[src/sv/tank_steer_to_goal_pid_defines.svh]
// assertion macros for the go-to-goal steering block
`ifndef TANK_STEER_TO_GOAL_PID_DEFINES_SVH
`define TANK_STEER_TO_GOAL_PID_DEFINES_SVH
// concurrent check of a property on clk, off during reset
`define TSG_ASSERT(label, prop, msg) \
	label: assert property (@(posedge clk) disable iff (!arst_n) (prop)) else $error(msg);
// implication that must hold on the following edge
`define TSG_ASSERT_NEXT(label, ante, cons, msg) \
	label: assert property (@(posedge clk) disable iff (!arst_n) (ante) |=> (cons)) \
		else $error(msg);
`endif

[src/sv/tsg_pkg.sv]
// ----------------------------------------------------------------------------
// tsg_pkg
// types and constants shared by the steering controller modules
// ----------------------------------------------------------------------------
package tsg_pkg;
	localparam logic signed [17:0] PI_Q     = 18'sd25736;
	localparam logic signed [17:0] TWO_PI_Q = 18'sd51472;
	localparam logic signed [16:0] SPEED_ONE = 17'sd16384;
	localparam logic [19:0] MICRO = 20'd1000000;
	// one million over 64
	localparam logic [13:0] MICRO_64 = 14'd15625;
	// floor of 2^45 / 15625
	localparam logic [31:0] RECIP_Q45 = 32'd2251799813;

	typedef enum logic [1:0] {MODE_IDLE = 2'd0, MODE_ORIENT = 2'd1, MODE_DRIVE = 2'd2,
		MODE_GOAL = 2'd3} mode_t;
	typedef enum logic [1:0] {ACT_NONE = 2'd0, ACT_SET = 2'd1, ACT_STOP = 2'd2} action_t;
	typedef enum logic [2:0] {REG_KP = 3'd0, REG_KI = 3'd1, REG_KD = 3'd2, REG_DTOL = 3'd3,
		REG_ATOL = 3'd4, REG_TURN = 3'd5, REG_CRUISE = 3'd6} reg_idx_t;

	typedef enum logic [4:0] {
		ST_IDLE, ST_CORDIC, ST_DIST0, ST_DIST1, ST_DIST2, ST_DECIDE,
		ST_P1, ST_P2, ST_R1, ST_R2, ST_R3, ST_P3, ST_P4, ST_P5, ST_P6, ST_DIV, ST_P7, ST_P8,
		ST_OUT
	} state_t;

	// divider request/response
	typedef struct packed {
		logic        start;
		logic [63:0] num;
		logic [31:0] den;
	} div_req_t;
	typedef struct packed {
		logic        busy;
		logic        done;
		logic [63:0] quo;
	} div_rsp_t;

	function automatic logic signed [17:0] atan_lut(input logic [4:0] i);
		case (i)
			5'd0: atan_lut = 18'sd6434;
			5'd1: atan_lut = 18'sd3798;
			5'd2: atan_lut = 18'sd2007;
			5'd3: atan_lut = 18'sd1019;
			5'd4: atan_lut = 18'sd511;
			5'd5: atan_lut = 18'sd256;
			5'd6: atan_lut = 18'sd128;
			5'd7: atan_lut = 18'sd64;
			5'd8: atan_lut = 18'sd32;
			5'd9: atan_lut = 18'sd16;
			5'd10: atan_lut = 18'sd8;
			5'd11: atan_lut = 18'sd4;
			5'd12: atan_lut = 18'sd2;
			5'd13: atan_lut = 18'sd1;
			default: atan_lut = 18'sd0;
		endcase
	endfunction
endpackage

[src/sv/tsg_div.sv]
// ----------------------------------------------------------------------------
// tsg_div
// radix-2 restoring divider, one quotient bit per cycle, unsigned 64 by 32
// ----------------------------------------------------------------------------
module tsg_div import tsg_pkg::*; (
	input  logic     clk,
	input  logic     arst_n,
	input  div_req_t req,
	output div_rsp_t rsp
);
	logic [63:0] quo_q;
	logic [32:0] rem_q;
	logic [31:0] den_q;
	logic [6:0]  cnt_q;
	logic        busy_q, done_q;
	logic [32:0] trial;

	assign trial = {rem_q[31:0], quo_q[63]} - {1'b0, den_q};

	always_ff @(posedge clk or negedge arst_n) begin
		if (!arst_n) begin
			busy_q <= 1'b0;
			done_q <= 1'b0;
			cnt_q  <= '0;
		end else begin
			done_q <= 1'b0;
			if (req.start) begin
				busy_q <= 1'b1;
				cnt_q  <= 7'd64;
			end else if (busy_q) begin
				cnt_q <= cnt_q - 7'd1;
				if (cnt_q == 7'd1) begin
					busy_q <= 1'b0;
					done_q <= 1'b1;
				end
			end
		end
	end

	always_ff @(posedge clk) begin
		if (req.start) begin
			quo_q <= req.num;
			rem_q <= '0;
			den_q <= req.den;
		end else if (busy_q) begin
			if (!trial[32]) begin
				rem_q <= trial;
				quo_q <= {quo_q[62:0], 1'b1};
			end else begin
				rem_q <= {rem_q[31:0], quo_q[63]};
				quo_q <= {quo_q[62:0], 1'b0};
			end
		end
	end

	assign rsp.busy = busy_q;
	assign rsp.done = done_q;
	assign rsp.quo  = quo_q;
endmodule
[config.mk]
export PLATFORM = sky130hd
export DESIGN_NAME = tsg_div
export DESIGN_NICKNAME = d
export VERILOG_FILES = /design/src/sv/tank_steer_to_goal_pid_defines.svh /design/src/sv/tsg_pkg.sv /design/src/sv/tsg_div.sv
export SDC_FILE = /design/constraint.sdc
export NUM_CORES = 1
export LEC_CHECK = 0
export BUFFER_PORTS_ARGS = -buffer_cell sky130_fd_sc_hd__buf_2
export CAP_MARGIN = 20
export CORE_MARGIN = 8
export CORE_UTILIZATION = 59
export CTS_CLUSTER_DIAMETER = 80
export DETAILED_ROUTE_END_ITERATION = 16
export GPL_TIMING_DRIVEN = 1
export HOLD_SLACK_MARGIN = 0.08
export PLACE_DENSITY = 0.86
export SYNTH_ARGS = -nofsm -noshare
export SYNTH_HDL_FRONTEND = slang
export SYNTH_SLANG_ARGS = --single-unit
[constraint.sdc]
create_clock -name clk -period 7.3 [get_ports clk]
set_clock_uncertainty 0.1 [all_clocks]
set_input_delay 0.73 -clock clk [delete_from_list [all_inputs] [get_ports clk]]
set_output_delay 0.73 -clock clk [all_outputs]
set_load 0.05 [all_outputs]
==> results of run 1 <==
worst max-delay path by stage:
stage / startpoint / to / slack (ns) / cells past startpoint
finish: quo_q[63] / rem_q[20] / 3.45 / 13
global route: quo_q[63] / rem_q[20] / 3.19 / 13
CTS: quo_q[63] / rem_q[20] / 3.44 / 13
detailed placement: quo_q[63] / rem_q[9] / 3.46 / 13
global placement: quo_q[63] / rem_q[10] / 3.58 / 13
floorplan: quo_q[63] / rem_q[29] / 3.80 / 13
state kept, by name, summed over array words and instances, names as in the netlist:
register  flops
rem_q        32
cnt_q         7
done_q        1
den_q        32
quo_q        64
busy_q        1
cell type report:
cell class / count / area (um2) / share of cell area, %
clock inverters: 13 / 120.1 / 1.361
well taps: 172 / 215.2 / 2.438
clock buffers: 19 / 432.9 / 4.904
multi-input cells: 428 / 3289 / 37.26
inverters: 42 / 157.7 / 1.786
flip-flops and latches: 137 / 3749 / 42.47
repair buffers: 169 / 863.3 / 9.780
power breakdown:
group / switching [mW] / internal (mW)
clock network: 0.338 / 0.470
registers: 0.114 / 1.00
logic: 0.778 / 0.507
logic make-up after synthesis:
kind of cell / Yosys count / share of synthesized area, %
adder cells (fa/ha/maj): 35 / 6.045
multiplexers: 92 / 13.58
buffers and inverters: 74 / 4.483
flip-flops: 137 / 50.87
AND/OR/NAND/NOR: 135 / 8.711
AO/OA/AOI/OAI: 132 / 12.01
XOR/XNOR: 34 / 4.296
critical path, stage by stage (launching register included):
cell and delay, ns:
edfxtp_1 0.33, inv_1 0.05, ha_1 0.22, fa_1 0.39
nand2b_1 0.19, a21oi_2 0.15, o31ai_1 0.12, a21o_1 0.24
a2111oi_4 0.40, nor2_4 0.12, xnor2_4 0.57, buf_4 0.44
mux2i_1 0.25, a211oi_1 0.10
per-layer routing:
metal	vias to the layer above	GRT usage [%]	part of all wire, %
li1	2654	-	-
met1	2578	23.66	40
met2	216	36.40	49
met3	33	9.900	9.4
met4	2	8.112	1.9
met5	-	0	0.070
through the flow:
| step | setup WS (ns) | power [mW] |
|---|---|---|
| 2_1_floorplan | 3.802 | 2.148 |
| 3_3_place_gp | 3.584 | 2.346 |
| 3_5_place_dp | 3.460 | 2.393 |
| 4_1_cts | 3.445 | 3.220 |
| 5_1_grt | 3.189 | 3.391 |
| 6_report | 3.453 | 3.210 |
cells in the final DEF (no fill, tap or decap), types with 13 or more instances in the layout:
cell type / count
a211oi_1: 27
a21o_1: 19
a21oi_1: 34
buf_2: 163
clkbuf_16: 17
dfxtp_1: 32
edfxtp_1: 96
ha_1: 34
inv_1: 41
mux2_2: 64
mux2i_1: 28
nand2_1: 36
nor2_1: 46
o21ai_0: 23
xnor2_1: 20
xor2_1: 13
==> results_dict.tcl, run 1 <==
set metrics [dict create \
    r2r-end "rem_q[20]" \
    viasPerCell 5.595 \
    fp.dieH_um 127.8 \
    avgRoutedWirePerCell_um 17.42 \
    fp.dieArea_um2 16320 \
    grt_pass1_wl_mm 28.16 \
    port_buffers 164 \
    postCtsHoldBufs 1 \
    hold_path_end "den_q[5]" \
    placed_area_um2 8264 \
    drc 0 \
    fillers 914 \
    fmax_mhz 259.9 \
    finalSetupViolCount 0 \
    maxCapViolations 0 \
    cts_max_path_buffers 2 \
    cts_tree "done" \
    routed_wl_mm 17.07 \
    ys_seq_area_share_pct 50.87 \
    async_reset_ff_share_pct 6.569 \
    status "complete, no violations" \
    grt-ovfl-total 0 \
    cp-end-kind "flop" \
    r2r_cells 13 \
    n_antenna_cell 0 \
    syn_area_per_cell_um2 11.53 \
    post-route-util_pct 71.10 \
    synth_top_area_share_pct 39.12 \
    htree_levels 4 \
    first_global_vias 5854 \
    rsz0062_at_grt "false" \
    post_cts_buffers 0 \
    grt_max_degree 82 \
    cts_root_buffer "clkbuf_16" \
    drive_gt1_share_pct 33.79 \
    drtPass1Iterations 5 \
    globalplace.congestion 0.9225 \
    r2r-start "quo_q[63]" \
    netlist_area_um2 7368 \
    synth_cell_type_count 54 \
    hold_path.startpoint "req[5]" \
    cts_buffers 17 \
    path_max_fanout 19 \
    start_util_pct 59.35 \
    r2r_setup_slack_ns 3.45 \
    min_period_over_period_pct 52.70 \
    crit_type "flop to flop" \
    slew_headroom_pct 38.25 \
    synthTopCellsByArea "edfxtp_1 (39%), mux2_2 (9.8%), dfxtp_1 (8.7%), ha_1 (5.8%), mux2i_1 (3.8%)" \
    ant_nets 0 \
    stdcell_count 980 \
    synth_ff_type "edfxtp_1" \
    yosysWarningCount 0 \
    io_pins 165 \
    powerDensity_nw_per_um2 363.7 \
    vias 5483 \
    syn_inst 639 \
    fin_crit_ns 3.847 \
    core-area_um2 12410 \
    fin_nets 929 \
    synth_nets 773 \
    cp.arrival_ns 4.01 \
    drv_slew 0 \
    holdWs_ns 0.3762 \
    synth-seq-cells 137 \
    clk_latency_ns 0.42 \
    clkSinkCount 137 \
    min_path_cells 1 \
    row_count 41 \
    ctsResizeCount 0 \
    synth_enable_flop_cells 96 \
    fin_area_um2 8827 \
    dieWidth_um 127.8 \
    path_clk_slew_ns 0.06 \
    synth_largest_area_cell "edfxtp_1" \
    start_kind "flop" \
    yosys-top-cells-count "edfxtp_1 (96), mux2_2 (64), nor2_1 (46), inv_1 (42), nand2_1 (36)" \
    grt_antenna_before_repair 1 \
    cp.required_ns 7.47 \
    min_path_type "input pin to flop" \
    worst-slew-pin-transition_ns 0.9262 \
    setup_tns_ns 0 \
    p_leak_nw 3.892 \
    syn_to_final_growth_pct 19.80 \
    ir_drop_mv 0.2030 \
    drtIter0Drc 331 \
    dp_hpwl_mm 12.34 \
    hold_violations 0 \
    yosysMostFrequentCell "edfxtp_1" \
    grt_usage_pct 21.72 \
    dp.cells 947 \
]
Power figures use the tool's default switching activity.
==> inputs of run 2 (changes only) <==
CORE_UTILIZATION = 55   (was 59)
PLACE_DENSITY = 0.81   (was 0.86)
clock period = 3.7 ns   (was 7.3 ns; I/O delays follow)
==> run 2 against run 1 <==
Against the previous run:
- clock-buffer cell count decreased by 1
- wire length increased by 4.2%
- sequential cell count unchanged
- non-clock buffer count increased by 34
- highest routed layer is now met4
- clock power increased by 99%
- die area increased by 6.4%
==> results_dict.tcl, run 2 (synthesized netlist as in run 1, its figures left out) <==
set metrics [dict create \
    status "complete, no violations" \
    ir_drop_mv 0.5115 \
    rsz0062_at_grt "false" \
    row_count 42 \
    min_path_type "input pin to flop" \
    fin_crit_ns 3.432 \
    grt_usage_pct 20.35 \
    cts_tree "done" \
    grt-ovfl-total 0 \
    hold_path_end "quo_q[26]" \
    ant_nets 0 \
    drtIter0Drc 343 \
    viasPerCell 5.447 \
    power.total_mw 6.388 \
    post-route-util_pct 69.65 \
    crit_chain "inv_1 -> ha_1 -> fa_1 -> nand2b_1 -> a21oi_2 -> o31ai_1 -> a21o_1 -> a2111oi_4 -> nor2_4 -> xnor2_4 -> buf_6 -> mux2i_1 -> a211oi_1" \
    cts_buffers 17 \
    fmax_mhz 291.3 \
    start_util_pct 55.86 \
    cp.required_ns 3.86 \
    worst-slew-pin-transition_ns 0.8701 \
    crit_type "flop to flop" \
    cp-end-kind "flop" \
    final_cell_mix "buf_2 (163), edfxtp_1 (96), mux2_2 (64)" \
    start_kind "flop" \
    drv_slew 0 \
    hold_violations 0 \
    fin_nets 963 \
    fp.dieArea_um2 17360 \
    core-area_um2 13190 \
    routed_wl_mm 17.78 \
    max_stage_delay_ns 0.41 \
    fp.dieH_um 131.7 \
    finalSetupViolCount 0 \
    slew_headroom_pct 41.78 \
    drive_gt1_share_pct 32.90 \
    htree_levels 4 \
    r2r_cells 13 \
    avgRoutedWirePerCell_um 17.45 \
    p_leak_nw 4.051 \
    hold_path.startpoint "req[58]" \
    r2r_setup_slack_ns 0.27 \
    dp_hpwl_mm 12.68 \
    dp_slack_ns 0.2091 \
    dieWidth_um 131.7 \
    r2r-start "quo_q[63]" \
    io_pins 165 \
    drc 0 \
    first_global_vias 6013 \
    clk_latency_ns 0.43 \
    min_path_cells 2 \
    port_buffers 164 \
    cp_slowest_cell "fa_1" \
    drtPass1Iterations 4 \
    clkSinkCount 137 \
    powerDensity_nw_per_um2 695.4 \
    largest_reg_flops 64 \
    post_cts_buffers 0 \
    cts_max_path_buffers 2 \
    globalplace.congestion 0.9588 \
    r2r-end "rem_q[12]" \
    grt_antenna_before_repair 1 \
    layout_commonest_cell "buf_2" \
    path_clk_slew_ns 0.07 \
    vias 5551 \
    regMostFlops "quo_q" \
    cp.arrival_ns 3.59 \
    path_max_fanout 15 \
    grt_max_degree 131 \
    fin_ws_ns 0.2676 \
    setup_tns_ns 0 \
    maxCapViolations 0 \
    grt_pass1_wl_mm 28.70 \
    min_period_over_period_pct 92.77 \
    largestRegisters "quo_q x64, den_q x32, rem_q x32" \
    syn_to_final_growth_pct 24.67 \
    cts_root_buffer "clkbuf_16" \
]
-- run 2: repair_timing --
action	CTS	global route
setup endpoints to repair	0	6
hold buffers	33	0
gates resized for setup	0	1
endpoints found under the hold margin	41	0
-- run 2: cell type report --
class / count / area [um2]
Fill cell: 954 / 4004
Sequential cell: 137 / 3749
Clock inverter: 14 / 123.9
Multi-Input combinational cell: 428 / 3289
Tap cell: 176 / 220.2
Timing Repair Buffer: 203 / 1215
Inverter: 42 / 157.7
Clock buffer: 18 / 429.2
Antenna cell: 1 / 2.502
-- run 2: critical path: cells and delay by family, from the launching register on --
kind | cells | cell delay, ns
DFF | 1 | 0.34
and+or+nand+nor | 2 | 0.31
adders and majority gates | 2 | 0.64
AOI/OAI and AO/OA | 5 | 1.02
buffers and inverters | 2 | 0.33
xor gates and xnor gates | 1 | 0.31
muxes | 1 | 0.23
-- run 2: worst max path at each step --
stage | startpoint | endpoint | slack [ns] | depth (start not counted)
floorplan | quo_q[63] | rem_q[29] | 0.20 | 13
global placement | quo_q[63] | rem_q[23] | 0.36 | 13
detailed placement | quo_q[63] | rem_q[12] | 0.21 | 13
CTS | quo_q[63] | rem_q[20] | 0.17 | 13
global route | quo_q[63] | rem_q[12] | 0.02 | 13
finish | quo_q[63] | rem_q[12] | 0.27 | 13
-- run 2: power breakdown --
group	leakage (nW)	switching [mW]	internal, mW
Sequential	1.36	0.218	1.98
Clock	0.264	0.681	0.928
Combinational	2.42	1.55	1.04
Total	4.05	2.44	3.94
-- run 2: layer usage --
layer	GRT usage [%]	part of all wire [%]	wire, um
met1	20.96	40	7028
met2	34.68	49	8674
met3	9.604	9.1	1620
met4	9.126	2.6	459
met5	0	0	0
-- run 2: stage by stage --
stage | hold slack (ns) | std cells | cell area (um2)
after floorplan | -0.02559 | 639 | 7368
after CTS | 0.1237 | 1018 | 9180
after detailed placement | 0.1313 | 953 | 8297
after global routing | 0.1337 | 1019 | 9186
after global placement | 0.1273 | 953 | 8297
final | 0.1409 | 1019 | 9186
==> inputs of run 3 (changes only) <==
ABC_AREA = 1   (was default)
CORE_ASPECT_RATIO = 0.7   (was default)
PLACE_DENSITY = 0.8   (was 0.81)
==> run 3 against run 2 <==
Against the previous run:
- wire length increased by 30%
- power up 16%
- sequential cell count is the same
- utilization decreased by 0.061 points
- clock-buffer cell count decreased by 1
- global-route usage rose by 3.8 points
- hold slack got worse by 0.032 ns
- largest cell class unchanged
- largest power group unchanged
==> results_dict.tcl, run 3 <==
set metrics [dict create \
    drtPass1Iterations 5 \
    grt-ovfl-total 0 \
    netlist_area_um2 8354 \
    ys_seq_area_share_pct 44.87 \
    synth_ff_type "edfxtp_1" \
    avgRoutedWirePerCell_um 14.61 \
    drv_slew 0 \
    viasPerCell 4.997 \
    cts_tree "done" \
    post-route-util_pct 69.58 \
    clk_latency_ns 0.43 \
    final_cell_mix "nand2_1 (558), inv_1 (214), buf_2 (163)" \
    fp.dieArea_um2 19450 \
    cts_max_path_buffers 2 \
    port_buffers 164 \
    clkSinkCount 137 \
    synth-seq-cells 137 \
    crit_chain "inv_1 -> ha_1 -> fa_1 -> inv_1 -> nand2_1 -> nand2_1 -> nand3_1 -> nand2_2 -> nand2_1 -> nand2_2 -> nand2_2 -> nand2_2 -> nand2_2 -> nand2_4 -> nand2_1 -> nand3_1 -> nand2_1" \
    min_path_type "input pin to flop" \
    drive_gt1_share_pct 16.02 \
    fin_crit_ns 2.724 \
    yosysMostFrequentCell "nand2_1" \
    cp_slowest_cell "fa_1" \
    start_kind "flop" \
    yosysWarningCount 0 \
    hold_violations 0 \
    syn_area_per_cell_um2 7.080 \
    cp.arrival_ns 2.95 \
    largestRegisters "quo_q x64, den_q x32, rem_q x32" \
    setup_tns_ns 0 \
    core-area_um2 14770 \
    ctsResizeCount 0 \
    syn_inst 1180 \
    cp-end-kind "flop" \
    async_reset_ff_share_pct 6.569 \
    rsz0062_at_grt "false" \
    start_util_pct 56.57 \
    synth_top_area_share_pct 34.51 \
    drc 0 \
    synthTopCellsByArea "edfxtp_1 (35%), nand2_1 (25%), inv_1 (9.7%), dfxtp_1 (7.7%), ha_1 (5.1%)" \
    synth_cell_type_count 35 \
    powerDensity_nw_per_um2 720.6 \
    regMostFlops "quo_q" \
    fmax_mhz 367.1 \
    n_antenna_cell 0 \
    worst-slew-pin-transition_ns 0.6606 \
    drtIter0Drc 814 \
    max_stage_delay_ns 0.41 \
    synth_nets 1314 \
    routed_wl_mm 23.11 \
    path_clk_slew_ns 0.07 \
    vias 7900 \
    min_period_over_period_pct 73.63 \
    grt_antenna_before_repair 0 \
    postCtsHoldBufs 33 \
    p_leak_nw 5.740 \
    synth_enable_flop_cells 96 \
    htree_levels 4 \
    dieWidth_um 163.3 \
    cts_root_buffer "clkbuf_16" \
    first_global_vias 7655 \
    io_pins 165 \
    row_count 37 \
    fillers 1203 \
    dp_hpwl_mm 16.60 \
    path_max_fanout 33 \
    globalplace.congestion 0.9328 \
    maxCapViolations 0 \
    layout_commonest_cell "nand2_1" \
    cp.required_ns 3.92 \
    ant_nets 0 \
    synth_largest_area_cell "edfxtp_1" \
    post_cts_buffers 0 \
    largest_reg_flops 64 \
    grt_pass1_wl_mm 37.67 \
    grt_max_degree 70 \
    ir_drop_mv 0.3983 \
    grt_usage_pct 24.15 \
    fp.dieH_um 119.1 \
    fin_nets 1507 \
    cts_buffers 17 \
    status "complete, no violations" \
    yosys-top-cells-count "nand2_1 (558), inv_1 (215), edfxtp_1 (96), nand3_1 (63), nor2_1 (47)" \
    slew_headroom_pct 55.96 \
    syn_to_final_growth_pct 23.00 \
    finalSetupViolCount 0 \
    crit_type "flop to flop" \
]
run 3: per-layer routing:
layer / wire [um] / track usage, %
met2: 10320 / 37.95
met3: 2023 / 5.919
met5: 0 / 0
met4: 413 / 7.886
met1: 10350 / 32.15
run 3: logic make-up after synthesis:
kind of cell / after synthesis / synth area share (%)
fa+ha+maj: 35 / 5.332
flops: 137 / 44.87
xor+xnor: 15 / 1.573
buf+inv: 246 / 11.59
simple gates: 711 / 34.37
compound gates: 36 / 2.261
run 3: final timing paths:
| check | cells past startpoint | to | startpoint | slack, ns |
|---|---|---|---|---|
| worst min register to register | 2 | rem_q[14] | rem_q[14] | 0.37 |
| min in group asynchronous | 2 | cnt_q[2] | arst_n | 0.27 |
| max in group asynchronous | 2 | cnt_q[0] | arst_n | 3.04 |
| worst max-delay path | 17 | rem_q[7] | quo_q[63] | 0.98 |
| worst min-delay path | 3 | quo_q[18] | req[50] | 0.11 |
| worst max register to register | 17 | rem_q[7] | quo_q[63] | 0.98 |
run 3: area by class of cell:
class	instances	area (um2)	area share [%]
flip-flops and latches	137	3749	36.48
repair buffers	202	1216	11.83
clock inverters	15	181.4	1.765
multi-input cells	797	3642	35.44
inverters	218	818.3	7.963
clock buffers	17	425.4	4.140
well taps	195	244.0	2.374
run 3: through the flow:
step / power [mW] / instances / setup WS, ns / instance area [um2] / hold slack (ns)
2_1_floorplan: 4.834 / 1180 / 0.9657 / 8354 / -0.02559
3_3_place_gp: 5.472 / 1515 / 1.088 / 9319 / 0.1370
3_5_place_dp: 5.546 / 1515 / 0.9895 / 9319 / 0.1364
4_1_cts: 7.365 / 1580 / 0.9733 / 10260 / 0.09963
5_1_grt: 7.948 / 1581 / 0.7342 / 10280 / 0.1009
6_report: 7.405 / 1581 / 0.9757 / 10280 / 0.1087
run 3: worst max-delay path, delay by kind of cell, from the launching register on:
| family | cells | cell delay, ns |
|---|---|---|
| and+or+nand+nor | 13 | 1.37 |
| adders and majority gates | 2 | 0.64 |
| DFF | 1 | 0.34 |
| buffers and inverters | 2 | 0.17 |
run 3: power by group:
group	leakage (nW)	switching (mW)	total [mW]	internal, mW
Clock	0.299	0.749	1.77	1.02
Sequential	1.38	0.226	2.19	1.97
Combinational	4.06	2.34	3.44	1.10
